[config.mk]
export PLATFORM = sky130hd
export DESIGN_NAME = audio_dma_register_interface_top
export DESIGN_NICKNAME = d
export VERILOG_FILES = /design/src/hw/rtl/adri_pkg.sv /design/src/hw/rtl/adri_front.sv /design/src/hw/rtl/adri_queue.sv /design/src/hw/rtl/adri_back.sv /design/src/hw/rtl/audio_dma_register_interface_top.sv
export SDC_FILE = /design/constraint.sdc
export NUM_CORES = 2
export LEC_CHECK = 0
export BUFFER_PORTS_ARGS = -buffer_cell sky130_fd_sc_hd__clkbuf_2
export CORE_ASPECT_RATIO = 2
export CORE_MARGIN = 2
export CORE_UTILIZATION = 45
export DETAILED_ROUTE_END_ITERATION = 7
export SYNTH_ARGS = -nofsm -noshare
export SYNTH_HDL_FRONTEND = slang
export SYNTH_SLANG_ARGS = --single-unit
[constraint.sdc]
create_clock -name aclk -period 7.35 [get_ports aclk]
set_clock_uncertainty 0.05 [all_clocks]
set_input_delay 0.735 -clock aclk [delete_from_list [all_inputs] [get_ports aclk]]
set_output_delay 0.735 -clock aclk [all_outputs]
set_load 0.02 [all_outputs]
[src/hw/rtl/adri_pkg.sv]
package adri_pkg;

    localparam int BYTE_W      = 8;
    localparam int WORD_W      = 16;
    localparam int PTR_W       = 28;
    localparam int IN_TDATA_W  = 32;
    localparam int OUT_TDATA_W = 80;
    localparam int WINDOW_SIZE = 256;
    localparam int QUEUE_DEPTH = 2;
    localparam int SHADOW_N    = 8;
    localparam int VOICE_N     = 4;
    // bytes 1..5 of a voice block: pointer high/mid/low, length high/low
    localparam int RELOAD_BYTES = 5;

    typedef logic [BYTE_W-1:0] byte_t;
    typedef logic [WORD_W-1:0] word_t;
    typedef logic [PTR_W-1:0]  ptr_t;

    localparam byte_t OFS_DMACONR  = 8'h02;
    localparam byte_t OFS_POSITION = 8'h06;
    localparam byte_t OFS_ADKCONR  = 8'h10;
    localparam byte_t OFS_INTENAR  = 8'h1C;
    localparam byte_t OFS_INTREQR  = 8'h1E;
    localparam byte_t OFS_DMACON   = 8'h96;
    localparam byte_t OFS_INTENA   = 8'h9A;
    localparam byte_t OFS_INTREQ   = 8'h9C;
    localparam byte_t OFS_ADKCON   = 8'h9E;
    localparam byte_t VOICE_BASE   = 8'hA0;

    localparam int SET_BIT        = 15;
    localparam int DMA_MASTER_BIT = 9;
    localparam int IRQ_MASTER_BIT = 14;
    localparam int IRQ_VOICE_LSB  = 7;

    typedef enum logic [1:0] {
        CMD_RD_BYTE = 2'd0,
        CMD_RD_WORD = 2'd1,
        CMD_WR_BYTE = 2'd2,
        CMD_WR_WORD = 2'd3
    } cmd_t;

    typedef enum logic [2:0] {
        OP_RD_POS,
        OP_RD_BYTE,
        OP_RD_STATUS,
        OP_RD_WORD,
        OP_WR_BYTE,
        OP_WR_WORD
    } op_t;

    typedef enum logic [2:0] {
        SEL_NONE,
        SEL_DMA,
        SEL_INTENA,
        SEL_INTREQ,
        SEL_ADK
    } sel_t;

    typedef struct packed {
        op_t   op;
        sel_t  sel;
        byte_t addr;
        word_t data;
    } item_t;

    typedef enum logic [2:0] {
        ST_IDLE,
        ST_FETCH_HI,
        ST_FETCH_LO,
        ST_WR_LO,
        ST_RL_READ,
        ST_RL_CALC,
        ST_EMIT
    } back_state_t;

endpackage

[src/hw/rtl/adri_front.sv]
module adri_front (
    input  logic                                s_tvalid,
    output logic                                s_tready,
    // command [1:0], address [9:2], write_data [25:10], zero fill above
    input  logic [adri_pkg::IN_TDATA_W-1:0]     s_tdata,
    output logic                                push_valid,
    input  logic                                push_ready,
    output adri_pkg::item_t                     push_item
);

    adri_pkg::byte_t addr;
    adri_pkg::sel_t  rd_sel;
    adri_pkg::sel_t  wr_sel;

    assign addr       = s_tdata[9:2];
    assign push_valid = s_tvalid;
    assign s_tready   = push_ready;

    // status registers readable as whole words
    always_comb begin
        case (addr)
            adri_pkg::OFS_DMACONR: rd_sel = adri_pkg::SEL_DMA;
            adri_pkg::OFS_INTENAR: rd_sel = adri_pkg::SEL_INTENA;
            adri_pkg::OFS_INTREQR: rd_sel = adri_pkg::SEL_INTREQ;
            adri_pkg::OFS_ADKCONR: rd_sel = adri_pkg::SEL_ADK;
            default:               rd_sel = adri_pkg::SEL_NONE;
        endcase
    end

    // set/clear registers
    always_comb begin
        case (addr)
            adri_pkg::OFS_DMACON: wr_sel = adri_pkg::SEL_DMA;
            adri_pkg::OFS_INTENA: wr_sel = adri_pkg::SEL_INTENA;
            adri_pkg::OFS_INTREQ: wr_sel = adri_pkg::SEL_INTREQ;
            adri_pkg::OFS_ADKCON: wr_sel = adri_pkg::SEL_ADK;
            default:              wr_sel = adri_pkg::SEL_NONE;
        endcase
    end

    always_comb begin
        push_item.addr = addr;
        push_item.data = s_tdata[25:10];
        push_item.sel  = adri_pkg::SEL_NONE;
        push_item.op   = adri_pkg::OP_WR_BYTE;
        case (adri_pkg::cmd_t'(s_tdata[1:0]))
            adri_pkg::CMD_RD_BYTE: begin
                push_item.op = (addr == adri_pkg::OFS_POSITION) ? adri_pkg::OP_RD_POS
                                                                : adri_pkg::OP_RD_BYTE;
            end
            adri_pkg::CMD_RD_WORD: begin
                push_item.sel = rd_sel;
                push_item.op  = (rd_sel != adri_pkg::SEL_NONE) ? adri_pkg::OP_RD_STATUS
                                                              : adri_pkg::OP_RD_WORD;
            end
            adri_pkg::CMD_WR_BYTE: begin
                push_item.op = adri_pkg::OP_WR_BYTE;
            end
            adri_pkg::CMD_WR_WORD: begin
                push_item.op  = adri_pkg::OP_WR_WORD;
                push_item.sel = wr_sel;
            end
            default: begin
                push_item.op = adri_pkg::OP_WR_BYTE;
            end
        endcase
    end

endmodule

[src/hw/rtl/adri_queue.sv]
module adri_queue (
    input  logic            aclk,
    input  logic            aresetn,
    input  logic            push_valid,
    output logic            push_ready,
    input  adri_pkg::item_t push_item,
    output logic            pop_valid,
    input  logic            pop_ready,
    output adri_pkg::item_t pop_item
);

    localparam int Depth = adri_pkg::QUEUE_DEPTH;
    localparam int PtrW  = (Depth > 1) ? $clog2(Depth) : 1;
    localparam int CntW  = $clog2(Depth + 1);

    adri_pkg::item_t q_reg [Depth];
    logic [PtrW-1:0] wr_ptr_reg;
    logic [PtrW-1:0] rd_ptr_reg;
    logic [CntW-1:0] count_reg;
    logic            do_push;
    logic            do_pop;

    assign push_ready = (count_reg != CntW'(Depth));
    assign pop_valid  = (count_reg != '0);
    assign pop_item   = q_reg[rd_ptr_reg];
    assign do_push    = push_valid && push_ready;
    assign do_pop     = pop_valid && pop_ready;

    always_ff @(posedge aclk) begin
        if (do_push) begin
            q_reg[wr_ptr_reg] <= push_item;
        end
    end

    always_ff @(posedge aclk) begin
        if (!aresetn) begin
            wr_ptr_reg <= '0;
            rd_ptr_reg <= '0;
            count_reg  <= '0;
        end else begin
            if (do_push) begin
                wr_ptr_reg <= (wr_ptr_reg == PtrW'(Depth - 1)) ? '0 : wr_ptr_reg + 1'b1;
            end
            if (do_pop) begin
                rd_ptr_reg <= (rd_ptr_reg == PtrW'(Depth - 1)) ? '0 : rd_ptr_reg + 1'b1;
            end
            if (do_push && !do_pop) begin
                count_reg <= count_reg + 1'b1;
            end else if (do_pop && !do_push) begin
                count_reg <= count_reg - 1'b1;
            end
        end
    end

endmodule

[src/hw/rtl/adri_back.sv]
module adri_back #(
    parameter int POINTER_FRACTION_BITS = 8
) (
    input  logic                                aclk,
    input  logic                                aresetn,
    input  logic                                pop_valid,
    output logic                                pop_ready,
    input  adri_pkg::item_t                     pop_item,
    output logic                                m_tvalid,
    input  logic                                m_tready,
    output logic [adri_pkg::OUT_TDATA_W-1:0]    m_tdata,
    output logic                                m_tuser,
    output logic                                m_tlast
);

    localparam int WideW = adri_pkg::PTR_W + 16;
    localparam int Win   = adri_pkg::WINDOW_SIZE;
    localparam int PadW  = adri_pkg::OUT_TDATA_W - 2 * adri_pkg::PTR_W - 18;

    // {hit, slot} for the bytes that mirror the status registers
    function automatic logic [3:0] shadow_slot(input adri_pkg::byte_t a);
        logic [3:0] r;
        case (a)
            adri_pkg::OFS_DMACONR:         r = 4'b1000;
            adri_pkg::OFS_DMACONR + 8'd1:  r = 4'b1001;
            adri_pkg::OFS_INTENAR:         r = 4'b1010;
            adri_pkg::OFS_INTENAR + 8'd1:  r = 4'b1011;
            adri_pkg::OFS_INTREQR:         r = 4'b1100;
            adri_pkg::OFS_INTREQR + 8'd1:  r = 4'b1101;
            adri_pkg::OFS_ADKCONR:         r = 4'b1110;
            adri_pkg::OFS_ADKCONR + 8'd1:  r = 4'b1111;
            default:                       r = 4'b0000;
        endcase
        return r;
    endfunction

    function automatic logic [14:0] set_clear(input logic [14:0] old, input adri_pkg::word_t v);
        return v[adri_pkg::SET_BIT] ? (old | v[14:0]) : (old & ~v[14:0]);
    endfunction

    function automatic logic [3:0] dma_active(input logic [14:0] d);
        return d[adri_pkg::DMA_MASTER_BIT] ? d[3:0] : 4'b0000;
    endfunction

    function automatic logic [1:0] lowest_voice(input logic [3:0] m);
        logic [1:0] r;
        if (m[0]) r = 2'd0;
        else if (m[1]) r = 2'd1;
        else if (m[2]) r = 2'd2;
        else r = 2'd3;
        return r;
    endfunction

    adri_pkg::back_state_t state_reg, state_next;

    // byte window
    adri_pkg::byte_t mem [Win];
    adri_pkg::byte_t mem_q_reg;
    logic            vld_q_reg;
    logic [Win-1:0]  vld_reg;
    adri_pkg::byte_t shadow_reg [adri_pkg::SHADOW_N];
    adri_pkg::byte_t pos_reg;

    // set/clear registers
    logic [14:0] dma_reg;
    logic [14:0] ie_reg;
    logic [15:0] ireq_reg;
    logic [14:0] adk_reg;

    // current access
    adri_pkg::op_t   op_reg;
    adri_pkg::byte_t addr_reg;
    adri_pkg::word_t data_reg;
    adri_pkg::byte_t hi_reg;
    logic [3:0]      mask_reg;
    logic [1:0]      voice_reg;
    logic [2:0]      cnt_reg;
    adri_pkg::byte_t pb_reg [adri_pkg::RELOAD_BYTES];

    // pending result
    adri_pkg::word_t res_rd_reg;
    logic            res_reload_reg;
    logic [1:0]      res_voice_reg;
    adri_pkg::ptr_t  res_start_reg;
    adri_pkg::ptr_t  res_end_reg;
    logic            res_last_reg;

    // output register
    logic                               out_valid_reg;
    logic [adri_pkg::OUT_TDATA_W-1:0]   out_data_reg;
    logic                               out_user_reg;
    logic                               out_last_reg;

    logic            out_free;
    logic            take;
    logic            load_out;
    logic            wr_en;
    adri_pkg::byte_t wr_addr;
    adri_pkg::byte_t wr_byte;
    adri_pkg::byte_t rd_addr;
    adri_pkg::byte_t fetch_addr;
    adri_pkg::byte_t fetched;
    adri_pkg::byte_t mem_byte;
    logic [3:0]      fetch_slot;
    logic [3:0]      wr_slot;
    adri_pkg::byte_t status_byte [adri_pkg::SHADOW_N];
    adri_pkg::word_t status_word;

    logic [14:0]     dma_sc;
    logic [3:0]      dma_mask;
    logic [3:0]      irq_en;
    logic [3:0]      denied;

    logic [18:0]     ptr_masked;
    logic [16:0]     len_full;
    logic [WideW-1:0] start_wide;
    logic [WideW-1:0] len_wide;
    adri_pkg::ptr_t  start_ptr;
    adri_pkg::ptr_t  end_ptr;
    logic [3:0]      mask_left;

    assign out_free = !out_valid_reg || m_tready;
    assign take     = pop_valid && pop_ready;

    assign m_tvalid = out_valid_reg;
    assign m_tdata  = out_data_reg;
    assign m_tuser  = out_user_reg;
    assign m_tlast  = out_last_reg;

    // fresh status bytes, high byte carries 7 bits
    assign status_byte[0] = {1'b0, dma_reg[14:8]};
    assign status_byte[1] = dma_reg[7:0];
    assign status_byte[2] = {1'b0, ie_reg[14:8]};
    assign status_byte[3] = ie_reg[7:0];
    assign status_byte[4] = {1'b0, ireq_reg[14:8]};
    assign status_byte[5] = ireq_reg[7:0];
    assign status_byte[6] = {1'b0, adk_reg[14:8]};
    assign status_byte[7] = adk_reg[7:0];

    always_comb begin
        case (pop_item.sel)
            adri_pkg::SEL_DMA:    status_word = {1'b0, dma_reg};
            adri_pkg::SEL_INTENA: status_word = {1'b0, ie_reg};
            adri_pkg::SEL_INTREQ: status_word = {1'b0, ireq_reg[14:0]};
            adri_pkg::SEL_ADK:    status_word = {1'b0, adk_reg};
            default:              status_word = '0;
        endcase
    end

    // a byte read lands in the cycle after its address
    assign mem_byte   = vld_q_reg ? mem_q_reg : '0;
    assign fetch_addr = (state_reg == adri_pkg::ST_FETCH_LO) ? addr_reg + 8'd1 : addr_reg;
    assign fetch_slot = shadow_slot(fetch_addr);
    always_comb begin
        if (fetch_slot[3]) begin
            fetched = shadow_reg[fetch_slot[2:0]];
        end else if (fetch_addr == adri_pkg::OFS_POSITION) begin
            fetched = pos_reg;
        end else begin
            fetched = mem_byte;
        end
    end

    // set/clear side effects of a word write
    assign dma_sc   = set_clear(dma_reg, pop_item.data);
    assign dma_mask = dma_active(dma_sc) & ~dma_active(dma_reg);
    assign irq_en   = ie_reg[adri_pkg::IRQ_MASTER_BIT] ?
                      ie_reg[adri_pkg::IRQ_VOICE_LSB +: 4] : 4'b0000;
    assign denied   = (~irq_en | ireq_reg[adri_pkg::IRQ_VOICE_LSB +: 4]) &
                      pop_item.data[adri_pkg::IRQ_VOICE_LSB +: 4];

    // pointer reload arithmetic
    assign ptr_masked = {pb_reg[0][2:0], pb_reg[1], pb_reg[2][7:1], 1'b0};
    assign len_full   = ({pb_reg[3], pb_reg[4]} == 16'h0000) ? 17'h10000
                                                             : {1'b0, pb_reg[3], pb_reg[4]};
    assign start_wide = WideW'(ptr_masked) << POINTER_FRACTION_BITS;
    assign len_wide   = WideW'(len_full) << (POINTER_FRACTION_BITS + 1);
    assign start_ptr  = start_wide[adri_pkg::PTR_W-1:0];
    assign end_ptr    = start_ptr + len_wide[adri_pkg::PTR_W-1:0];
    assign mask_left  = mask_reg & ~(4'b0001 << voice_reg);

    // next state
    always_comb begin
        state_next = state_reg;
        case (state_reg)
            adri_pkg::ST_IDLE: begin
                if (pop_valid) begin
                    case (pop_item.op)
                        adri_pkg::OP_RD_BYTE,
                        adri_pkg::OP_RD_WORD: state_next = adri_pkg::ST_FETCH_HI;
                        adri_pkg::OP_WR_WORD: state_next = adri_pkg::ST_WR_LO;
                        default:              state_next = adri_pkg::ST_EMIT;
                    endcase
                end
            end
            adri_pkg::ST_FETCH_HI: begin
                state_next = (op_reg == adri_pkg::OP_RD_WORD) ? adri_pkg::ST_FETCH_LO
                                                             : adri_pkg::ST_EMIT;
            end
            adri_pkg::ST_FETCH_LO: state_next = adri_pkg::ST_EMIT;
            adri_pkg::ST_WR_LO: begin
                state_next = (mask_reg == 4'b0000) ? adri_pkg::ST_EMIT : adri_pkg::ST_RL_READ;
            end
            adri_pkg::ST_RL_READ: begin
                if (cnt_reg == 3'(adri_pkg::RELOAD_BYTES)) begin
                    state_next = adri_pkg::ST_RL_CALC;
                end
            end
            adri_pkg::ST_RL_CALC: state_next = adri_pkg::ST_EMIT;
            adri_pkg::ST_EMIT: begin
                if (out_free) begin
                    state_next = res_last_reg ? adri_pkg::ST_IDLE : adri_pkg::ST_RL_READ;
                end
            end
            default: state_next = adri_pkg::ST_IDLE;
        endcase
    end

    // control outputs
    always_comb begin
        pop_ready = 1'b0;
        load_out  = 1'b0;
        wr_en     = 1'b0;
        wr_addr   = addr_reg;
        wr_byte   = data_reg[7:0];
        rd_addr   = addr_reg;
        case (state_reg)
            adri_pkg::ST_IDLE: begin
                pop_ready = 1'b1;
                rd_addr   = pop_item.addr;
                wr_addr   = pop_item.addr;
                wr_byte   = (pop_item.op == adri_pkg::OP_WR_WORD) ? pop_item.data[15:8]
                                                                  : pop_item.data[7:0];
                wr_en     = pop_valid && (pop_item.op == adri_pkg::OP_WR_BYTE ||
                                          pop_item.op == adri_pkg::OP_WR_WORD);
            end
            adri_pkg::ST_FETCH_HI: rd_addr = addr_reg + 8'd1;
            adri_pkg::ST_WR_LO: begin
                wr_en   = 1'b1;
                wr_addr = addr_reg + 8'd1;
                wr_byte = data_reg[7:0];
            end
            adri_pkg::ST_RL_READ: begin
                rd_addr = adri_pkg::VOICE_BASE + {2'b00, voice_reg, 4'b0000} +
                          {5'b00000, cnt_reg} + 8'd1;
            end
            adri_pkg::ST_EMIT: load_out = out_free;
            default: begin
                load_out = 1'b0;
            end
        endcase
    end

    assign wr_slot = shadow_slot(wr_addr);

    // window memory, bytes outside the status and position slots
    always_ff @(posedge aclk) begin
        if (wr_en && !wr_slot[3] && wr_addr != adri_pkg::OFS_POSITION) begin
            mem[wr_addr] <= wr_byte;
        end
        mem_q_reg <= mem[rd_addr];
    end

    always_ff @(posedge aclk) begin
        if (!aresetn) begin
            vld_reg   <= '0;
            vld_q_reg <= 1'b0;
        end else begin
            vld_q_reg <= vld_reg[rd_addr];
            if (wr_en && !wr_slot[3] && wr_addr != adri_pkg::OFS_POSITION) begin
                vld_reg[wr_addr] <= 1'b1;
            end
        end
    end

    // control and architectural registers
    always_ff @(posedge aclk) begin
        if (!aresetn) begin
            state_reg     <= adri_pkg::ST_IDLE;
            out_valid_reg <= 1'b0;
            dma_reg       <= '0;
            ie_reg        <= '0;
            ireq_reg      <= '0;
            adk_reg       <= '0;
            pos_reg       <= '0;
            mask_reg      <= '0;
            for (int i = 0; i < adri_pkg::SHADOW_N; i++) begin
                shadow_reg[i] <= '0;
            end
        end else begin
            state_reg <= state_next;
            if (load_out) begin
                out_valid_reg <= 1'b1;
            end else if (m_tready) begin
                out_valid_reg <= 1'b0;
            end

            if (wr_en) begin
                if (wr_slot[3]) begin
                    shadow_reg[wr_slot[2:0]] <= wr_byte;
                end else if (wr_addr == adri_pkg::OFS_POSITION) begin
                    pos_reg <= wr_byte;
                end
            end

            if (take) begin
                if (pop_item.op == adri_pkg::OP_RD_POS) begin
                    pos_reg <= pos_reg + 8'd1;
                end
                if (pop_item.op == adri_pkg::OP_RD_BYTE) begin
                    for (int i = 0; i < adri_pkg::SHADOW_N; i++) begin
                        shadow_reg[i] <= status_byte[i];
                    end
                end
                if (pop_item.op == adri_pkg::OP_WR_WORD) begin
                    case (pop_item.sel)
                        adri_pkg::SEL_DMA: begin
                            dma_reg  <= dma_sc;
                            mask_reg <= dma_mask;
                        end
                        adri_pkg::SEL_INTENA: begin
                            ie_reg   <= set_clear(ie_reg, pop_item.data);
                            mask_reg <= '0;
                        end
                        adri_pkg::SEL_ADK: begin
                            adk_reg  <= set_clear(adk_reg, pop_item.data);
                            mask_reg <= '0;
                        end
                        adri_pkg::SEL_INTREQ: begin
                            if (pop_item.data[adri_pkg::SET_BIT]) begin
                                ireq_reg <= ireq_reg | pop_item.data;
                                mask_reg <= denied;
                            end else begin
                                ireq_reg <= ireq_reg & ~pop_item.data;
                                mask_reg <= '0;
                            end
                        end
                        default: begin
                            mask_reg <= '0;
                        end
                    endcase
                end else begin
                    mask_reg <= '0;
                end
            end

            if (state_reg == adri_pkg::ST_RL_CALC) begin
                mask_reg <= mask_left;
            end
        end
    end

    // datapath registers
    always_ff @(posedge aclk) begin
        if (take) begin
            op_reg         <= pop_item.op;
            addr_reg       <= pop_item.addr;
            data_reg       <= pop_item.data;
            res_reload_reg <= 1'b0;
            res_voice_reg  <= '0;
            res_start_reg  <= '0;
            res_end_reg    <= '0;
            res_last_reg   <= 1'b1;
            case (pop_item.op)
                adri_pkg::OP_RD_POS:    res_rd_reg <= {8'h00, pos_reg};
                adri_pkg::OP_RD_STATUS: res_rd_reg <= status_word;
                default:                res_rd_reg <= '0;
            endcase
        end

        case (state_reg)
            adri_pkg::ST_FETCH_HI: begin
                hi_reg     <= fetched;
                res_rd_reg <= {8'h00, fetched};
            end
            adri_pkg::ST_FETCH_LO: res_rd_reg <= {hi_reg, fetched};
            // pick the next voice to reload
            adri_pkg::ST_WR_LO,
            adri_pkg::ST_EMIT: begin
                voice_reg <= lowest_voice(mask_reg);
                cnt_reg   <= '0;
            end
            adri_pkg::ST_RL_READ: begin
                cnt_reg <= cnt_reg + 3'd1;
                if (cnt_reg != 3'd0) begin
                    pb_reg[3'(cnt_reg - 3'd1)] <= mem_byte;
                end
            end
            adri_pkg::ST_RL_CALC: begin
                res_rd_reg     <= '0;
                res_reload_reg <= 1'b1;
                res_voice_reg  <= voice_reg;
                res_start_reg  <= start_ptr;
                res_end_reg    <= end_ptr;
                res_last_reg   <= (mask_left == 4'b0000);
            end
            default: begin
                cnt_reg <= cnt_reg;
            end
        endcase

        if (load_out) begin
            out_data_reg <= {{PadW{1'b0}}, res_end_reg, res_start_reg, res_voice_reg,
                             res_rd_reg};
            out_user_reg <= res_reload_reg;
            out_last_reg <= res_last_reg;
        end
    end

endmodule

[src/hw/rtl/audio_dma_register_interface_top.sv]
// channel  | dir | tdata (low bit up)                             | tuser          | tlast
// s_       | in  | command, address, write_data                   | -              | -
// m_       | out | read_data, voice_index, voice_start, voice_end | voice_reloaded | last
//
// byte writes, position byte and status word reads go from idle straight to emit; other
// byte reads pass through fetch_hi, word writes through wr_lo and word reads through
// fetch_hi and fetch_lo; a word write that reloads then reads five bytes per reloaded
// voice through the single read port of the window memory, computes, and emits
// reset clears control state and the per-byte valid bits, so the window reads as zero
// at once; there is no clearing pass
// a two-entry queue sits between decode and execution, and an output register lets the
// next access queue up while a result waits on m_tready
module audio_dma_register_interface_top #(
    parameter int POINTER_FRACTION_BITS = 8
) (
    input  logic                                aclk,
    input  logic                                aresetn,
    input  logic                                s_tvalid,
    output logic                                s_tready,
    // command [1:0], address [9:2], write_data [25:10], zero fill above
    input  logic [adri_pkg::IN_TDATA_W-1:0]     s_tdata,
    output logic                                m_tvalid,
    input  logic                                m_tready,
    // read_data [15:0], voice_index [17:16], voice_start [45:18], voice_end [73:46]
    output logic [adri_pkg::OUT_TDATA_W-1:0]    m_tdata,
    // voice_reloaded
    output logic                                m_tuser,
    output logic                                m_tlast
);

    logic            push_valid;
    logic            push_ready;
    adri_pkg::item_t push_item;
    logic            pop_valid;
    logic            pop_ready;
    adri_pkg::item_t pop_item;

    adri_front u_front (
        .s_tvalid   (s_tvalid),
        .s_tready   (s_tready),
        .s_tdata    (s_tdata),
        .push_valid (push_valid),
        .push_ready (push_ready),
        .push_item  (push_item)
    );

    adri_queue u_queue (
        .aclk       (aclk),
        .aresetn    (aresetn),
        .push_valid (push_valid),
        .push_ready (push_ready),
        .push_item  (push_item),
        .pop_valid  (pop_valid),
        .pop_ready  (pop_ready),
        .pop_item   (pop_item)
    );

    adri_back #(
        .POINTER_FRACTION_BITS (POINTER_FRACTION_BITS)
    ) u_back (
        .aclk      (aclk),
        .aresetn   (aresetn),
        .pop_valid (pop_valid),
        .pop_ready (pop_ready),
        .pop_item  (pop_item),
        .m_tvalid  (m_tvalid),
        .m_tready  (m_tready),
        .m_tdata   (m_tdata),
        .m_tuser   (m_tuser),
        .m_tlast   (m_tlast)
    );

endmodule
After elaboration in Yosys (flattened, before gate mapping):

Memories as Yosys holds them, arrays and structs flattened. A register that Yosys moved wholly into a read port is not among the register bits.
Cells that the tools add are included.

* register bits after elaboration: 502
* latch bits: 0
* memory bits (read-only): 256
* RAM bits: 2212
* output and inout port bits: 84
* memories: 6
* input port bits: 36

* muxes and demuxes: 99
* multipliers: 0
* magnitude comparators: 3
* reduce and logical (&&, ||, !) cells: 40
* add/sub/neg operators: 12
* div/mod/pow operators: 0
* bitwise operators: 26
* equal/unequal tests: 36
* shift-type cells: 1

Memory list
* u_back.mem: depth 256, bits a word 8, rd ports 1, clocked after Yosys merged registers in 1, wr ports 1, line adri_back.sv:57 `adri_pkg::byte_t mem [Win];`
* (name not given): depth 32, bits a word 4, rd ports 1, clocked after Yosys merged registers in 0, wr ports 0, line adri_back.sv:23 `case (a)`
* (name not given): depth 32, bits a word 4, rd ports 1, clocked after Yosys merged registers in 0, wr ports 0, line adri_back.sv:23
* u_back.shadow_reg: depth 8, bits a word 8, rd ports 1, clocked after Yosys merged registers in 0, wr ports 8, line adri_back.sv:61 `adri_pkg::byte_t shadow_reg [adri_pkg::SHADOW_N];`
* u_queue.q_reg: depth 2, bits a word 30, rd ports 1, clocked after Yosys merged registers in 1, wr ports 1, line adri_queue.sv:16 `adri_pkg::item_t q_reg [Depth];`
* u_back.pb_reg: depth 5, bits a word 8, rd ports 5, clocked after Yosys merged registers in 0, wr ports 1, line adri_back.sv:78 `adri_pkg::byte_t pb_reg [adri_pkg::RELOAD_BYTES];`

Operator list (number)
* $or 256x256->256: 1
* $mux 8: 20
* $pmux 15 s4: 1
* $mux 28: 2
* $mux 27: 2
* $pmux 16 s3: 1
* $and 15x15->15: 3
* $mux 15: 3
* $or 15x15->15: 3
* $mux 4: 9
* $pmux 3 s4: 3
* $mux 1: 33
* $eq 8x8->1 const B: 4
* $mux 16: 2
* $pmux 15 s2: 1
* $add 27x26->28: 1
* $add 8x1->8 const B: 3
* $eq 8x3->1 const B: 3
* $eq 8x5->1 const B: 3
* $pmux 8 s3: 1
* $eq 3x2->1 const B: 7
* $eq 3x3->1 const B: 7
* $lt 8x9->1 const B: 2
* $mux 3: 6
* other kinds (46): 96

Logic depth before layout (Yosys ltp):

* word-level depth: 10
* mapped depth: 15
* depth with buffers taken out: 13

Hierarchy:

A second synthesis with hierarchy kept.

* cells, all modules: 8212
* area, all modules: 111717.1 µm²

Modules (own cells, without submodules)
* adri_back: cells each 8037, instances 1, area an instance 108939.5 µm²
* adri_queue: cells each 117, instances 1, area an instance 2397.3 µm²
* adri_front: cells each 58, instances 1, area an instance 380.4 µm²

Worst setup path before layout:

No wires, ideal clock.

* path kind: flip-flop to flip-flop
* from: reg with a tool-made name
* to: mem u_back.mem[0][4] (netlist bit), data pin
* path slack: 1698 ps
* data required time: 6529 ps
* data arrival time: 4831 ps
* cell stages (with the launch flop): 9
* path buffers: 2
* clock period less this slack: 5652 ps
* cells stage by stage: dfxtp_1 -> buf_2 -> buf_2 -> mux2i_1 -> nand2_1 -> nor2_2 -> mux2i_1 -> mux2i_1 -> inv_1

RTL lines (line)
* end, declared: adri_back.sv:57

Worst setup path in the final report:

* from: reg u_back.addr_reg[1]
* to: reg u_back.mem_q_reg[0], read port of u_back.mem

* longest elaborated chain between the ends: 2

RTL lines
* start, declared: line adri_back.sv:72 `adri_pkg::byte_t addr_reg;`
* start signal, assigned: line adri_back.sv:357 `addr_reg <= pop_item.addr;`
* $add 8x1->8: line adri_back.sv:237 `adri_pkg::ST_FETCH_HI: rd_addr = addr_reg + 8'd1;`
* $pmux 8 s3 (*): line adri_back.sv:227 `case (state_reg)`
* end, declared: line adri_back.sv:58 `adri_pkg::byte_t mem_q_reg;`

Mark *: on every way between the ends. The rest lies on a longest branch, timed or not.
A chain may end at the register's enable or synchronous reset.

==> run_results.csv <==
group,metric,value,unit
outcome,outcome,"finished, violations left",
outcome,violations,"max-capacitance violations, max-slew violations",
timing,max_freq,159,MHz
timing,tightestPinTransition,1.50,ns
clock_tree,clk-insertion-delay-late,0.90,ns
timing,hold_viol,0,
clock_tree,cts.reportedPaths.clkPinSlew,0.07,ns
setup_path,regToRegEndpoint,"u_back.mem_q_reg[0]",
setup_path,required,8.14,ns
floorplanning,ios,120,
global_routing,grt_first_pass_wirelength,416000,µm
floorplanning,num_rows,254,
drt,drc_errors,0,
clock_tree,cts_setup_buffers,0,
synth,yosysWarnings,0,
synth,postSynth.topFlopCell,"sky130_fd_sc_hd__edfxtp_1",
timing,setup_viol,0,
floorplanning,die_w,350,µm
drt,drt_first_pass_iters,8,
hold_path,holdPathEnd,"u_queue.q_reg[1][18]",
power_and_ir_drop,power,60.9,mW
power_and_ir_drop,power_per_cell_area,508,mW/mm²
setup_path,worstPathArrival,7.07,ns
drt,initialDrtViolationCount,5382,
synth,yosysSeqAreaShare,72.0,%
global_routing,first_global_vias,60100,
clock_tree,cts_max_level,4,
floorplanning,dieArea,0.243,mm²
synth,syn_area,0.108,mm²
setup_path,timing.critical_path.max_delay_family,"simple AND/OR/NAND/NOR gates",
timing,final-max-slew-violation-count,1,
floorplanning,floorplan.die.height,696,µm
place,dpl.hpwl,187000,µm
synth,synthDistinctLibCells,86,
synth,synthMostInstantiatedCell,"sky130_fd_sc_hd__edfxtp_1",
floorplanning,floorplan.initialDensity,45.1,%
synth,synth_cells,6391,
global_routing,track_usage,23.7,%
setup_path,critPathMaxStageDelay,1.18,ns
power_and_ir_drop,static-leakage-power,38.2,nW
hold_path,timing.hold.worst.start,"s_tdata[4]",
floorplanning,core_area,0.239,mm²
global_routing,pin_count_of_the_biggest_net_entering_global_routing,183,
synth,yosys.area.top_type,"sky130_fd_sc_hd__edfxtp_1",
setup_path,critical_path_buf_inv_count,2,
place,placed_area,0.112,mm²
synth,async_reset_ff_share,0,%
place,io_buffers,88,
setup_path,critPathMostFrequentCell,"sky130_fd_sc_hd__buf_4",
synth,yosys_reg_bits,2698,
synth,syn-mean-instance-area,16.8,µm²
timing,grt_setup_unrepaired,"false",
timing,layout_worst_path_cycle_share,85.4,%
drt,post_drt_wl_per_cell,29.0,µm
clock_tree,maximum_root_to_sink_buffer_count,4,
clock_tree,numClockSinks,2698,
setup_path,reg2reg_slack,1.08,ns
clock_tree,cts_hold_repair.buffers,21,
job,max_cap_violation_count,1,
clock_tree,root_buffer,"sky130_fd_sc_hd__clkbuf_16",
setup_path,cp_slowest_cell,"sky130_fd_sc_hd__nor4_2",
setup_path,setup.worst_path.end_class,"flip-flop",
power_and_ir_drop,peakVddDrop,0.627,mV
hold_path,hold_class,"input port to flip-flop",
timing,layout_min_cycle_time,6.27,ns
hold_path,worst_hold_path.num_cells,1,
drt,met3_wire_length,16000,µm
timing,timing.max_slew.rel_slack,-0.804,%
timing,setup-tns-final,0,ns
drt,antenna_violating_nets_left,0,
setup_path,critical_path.startpoint_type,"flip-flop",
drt,detailroute.wirelength.met2,156000,µm
synth,synth_top_area_share,65.6,%
drt,drt_wl_total,290000,µm
setup_path,worstRegToRegCells,13,
finish,area_delta_synth_final,11.5,%
drt,dr.max_layer_used,"met5",
drt,vias_per_cell,5.86,
finish,finish.utilization,50.3,%
drt,drt-met1-wl,97300,µm
clock_tree,tritoncts,"done",
global_routing,global_route.overflow_total,0,
setup_path,reg_to_reg_start,"u_back.addr_reg[1]",
synth,number_of_enable_type_register_cells_in_the_synthesized_netlist,2351,
finish,nets,6644,
synth,yosys-top-cells-count,"sky130_fd_sc_hd__edfxtp_1 (2351), sky130_fd_sc_hd__nor2_1 (737), sky130_fd_sc_hd__mux4_2 (576), sky130_fd_sc_hd__nand2_1 (447), sky130_fd_sc_hd__dfxtp_1 (347)",
finish,fraction_of_final_layout_cells_sized_beyond_drive_strength_1,19.1,%
clock_tree,cts_made_buffers,224,
finish,largest_reg_flops,2048,
setup_path,critical_path.max_fanout,38,
clock_tree,post_cts.resized_instances,0,
setup_path,worstSetupPathType,"flip-flop to flip-flop",
finish,finish.instance_area,0.120,mm²
drt,route.vias.total,58500,
finish,nFillCells,19400,
synth,yosys-top-cells-area,"sky130_fd_sc_hd__edfxtp_1 (66%), sky130_fd_sc_hd__mux4_2 (12%), sky130_fd_sc_hd__dfxtp_1 (6.5%)",
place,routabilityCongestion,0.943,
global_routing,antenna_found_initial,12,
setup_path,crit_path_cell_trace,"ha_1 > xor2_1 > o21ai_0 > a21oi_4 > buf_4 > buf_4 > mux4_2 > and2_1 > a211oi_1 > a311oi_1 > nor4_1 > nor4_2 > and3_1",
## placed cells by master, fill, tap and decap left out, drive strengths merged, types with 16 or more instances in the layout
master,instances
and2,181
nor3b,19
mux2i,102
dlygate4sd3,21
a21oi,74
mux4,576
buf,202
clkinv,82
inv,59
a211oi,133
a22oi,59
a31oi,77
conb,97
dfxtp,347
o21ai,116
clkbuf,369
diode,24
a22o,16
nor3,144
bufinv,23
nand2,447
edfxtp,2351
nor2,742
o21a,85
nor4,34
and3,21
ha,24
nand3,53
clkinvlp,17
a311oi,99
## logic make-up (layout without fill, tap and decap cells)
group           after synthesis  after routing  synth area share [%]
compound gates              750            750                  4.96
other cells                   1            121               0.00348
mux                         691            691                  13.1
buf+inv                     491            773                  2.30
simple gates               1706           1706                  7.03
xor+xnor                     29             29                 0.236
fa+ha+maj                    25             25                 0.298
flops                      2698           2698                  72.0
## through the flow
stage               hold WS, ns  setup WS, ns  std cells
finish                    0.133          1.08       9993
global route              0.141          1.08       9985
CTS                      0.0754          1.35       9969
detailed placement        0.355          1.39       9536
global placement          0.354          1.17       9533
floorplan                 0.350          1.70       6487
## final cells by class
type	count	area [µm²]	share of cell area, %
multi-input combinational	3298	28200	23.5
tap	3200	4000	3.33
inverter	51	259	0.216
sequential	2698	77500	64.6
antenna	24	60.1	0.0500
timing repair buffer	310	2620	2.18
clock buffer	282	6090	5.07
clock inverter	130	1320	1.10
## layer usage
metal / vias to the layer above / GRT usage, %
li1: 25300 / -
met1: 30300 / 25.5
met2: 2225 / 43.4
met3: 677 / 3.17
met4: 2 / 15.2
met5: - / 0
## worst max path at each step
stage	start	endpoint	cells past startpoint
after CTS	u_back.addr_reg[1]	u_back.mem_q_reg[0]	13
after detailed placement	u_back.addr_reg[1]	u_back.mem_q_reg[0]	13
after floorplan	flip-flop	u_back.mem[0][4]	8
after global routing	u_back.addr_reg[1]	u_back.mem_q_reg[0]	13
final	u_back.addr_reg[1]	u_back.mem_q_reg[0]	13
after global placement	u_back.state_reg[1]	u_back.mem_q_reg[0]	13
## power breakdown
part	switching [mW]	internal (mW)
clock network	5.54	6.70
registers	0.258	20.7
logic	18.3	9.48
## worst register-to-register path, stage by stage (launching register included)
cell and delay [ns]:
sky130_fd_sc_hd__edfxtp_1 0.78, sky130_fd_sc_hd__ha_1 0.48, sky130_fd_sc_hd__xor2_1 0.33, sky130_fd_sc_hd__o21ai_0 0.22, sky130_fd_sc_hd__a21oi_4 0.16, sky130_fd_sc_hd__buf_4 0.47, sky130_fd_sc_hd__buf_4 0.64, sky130_fd_sc_hd__mux4_2 0.38
sky130_fd_sc_hd__and2_1 0.13, sky130_fd_sc_hd__a211oi_1 0.07, sky130_fd_sc_hd__a311oi_1 0.80, sky130_fd_sc_hd__nor4_1 0.26, sky130_fd_sc_hd__nor4_2 1.18, sky130_fd_sc_hd__and3_1 0.28
Note: power is estimated with default switching activity, not from simulation.
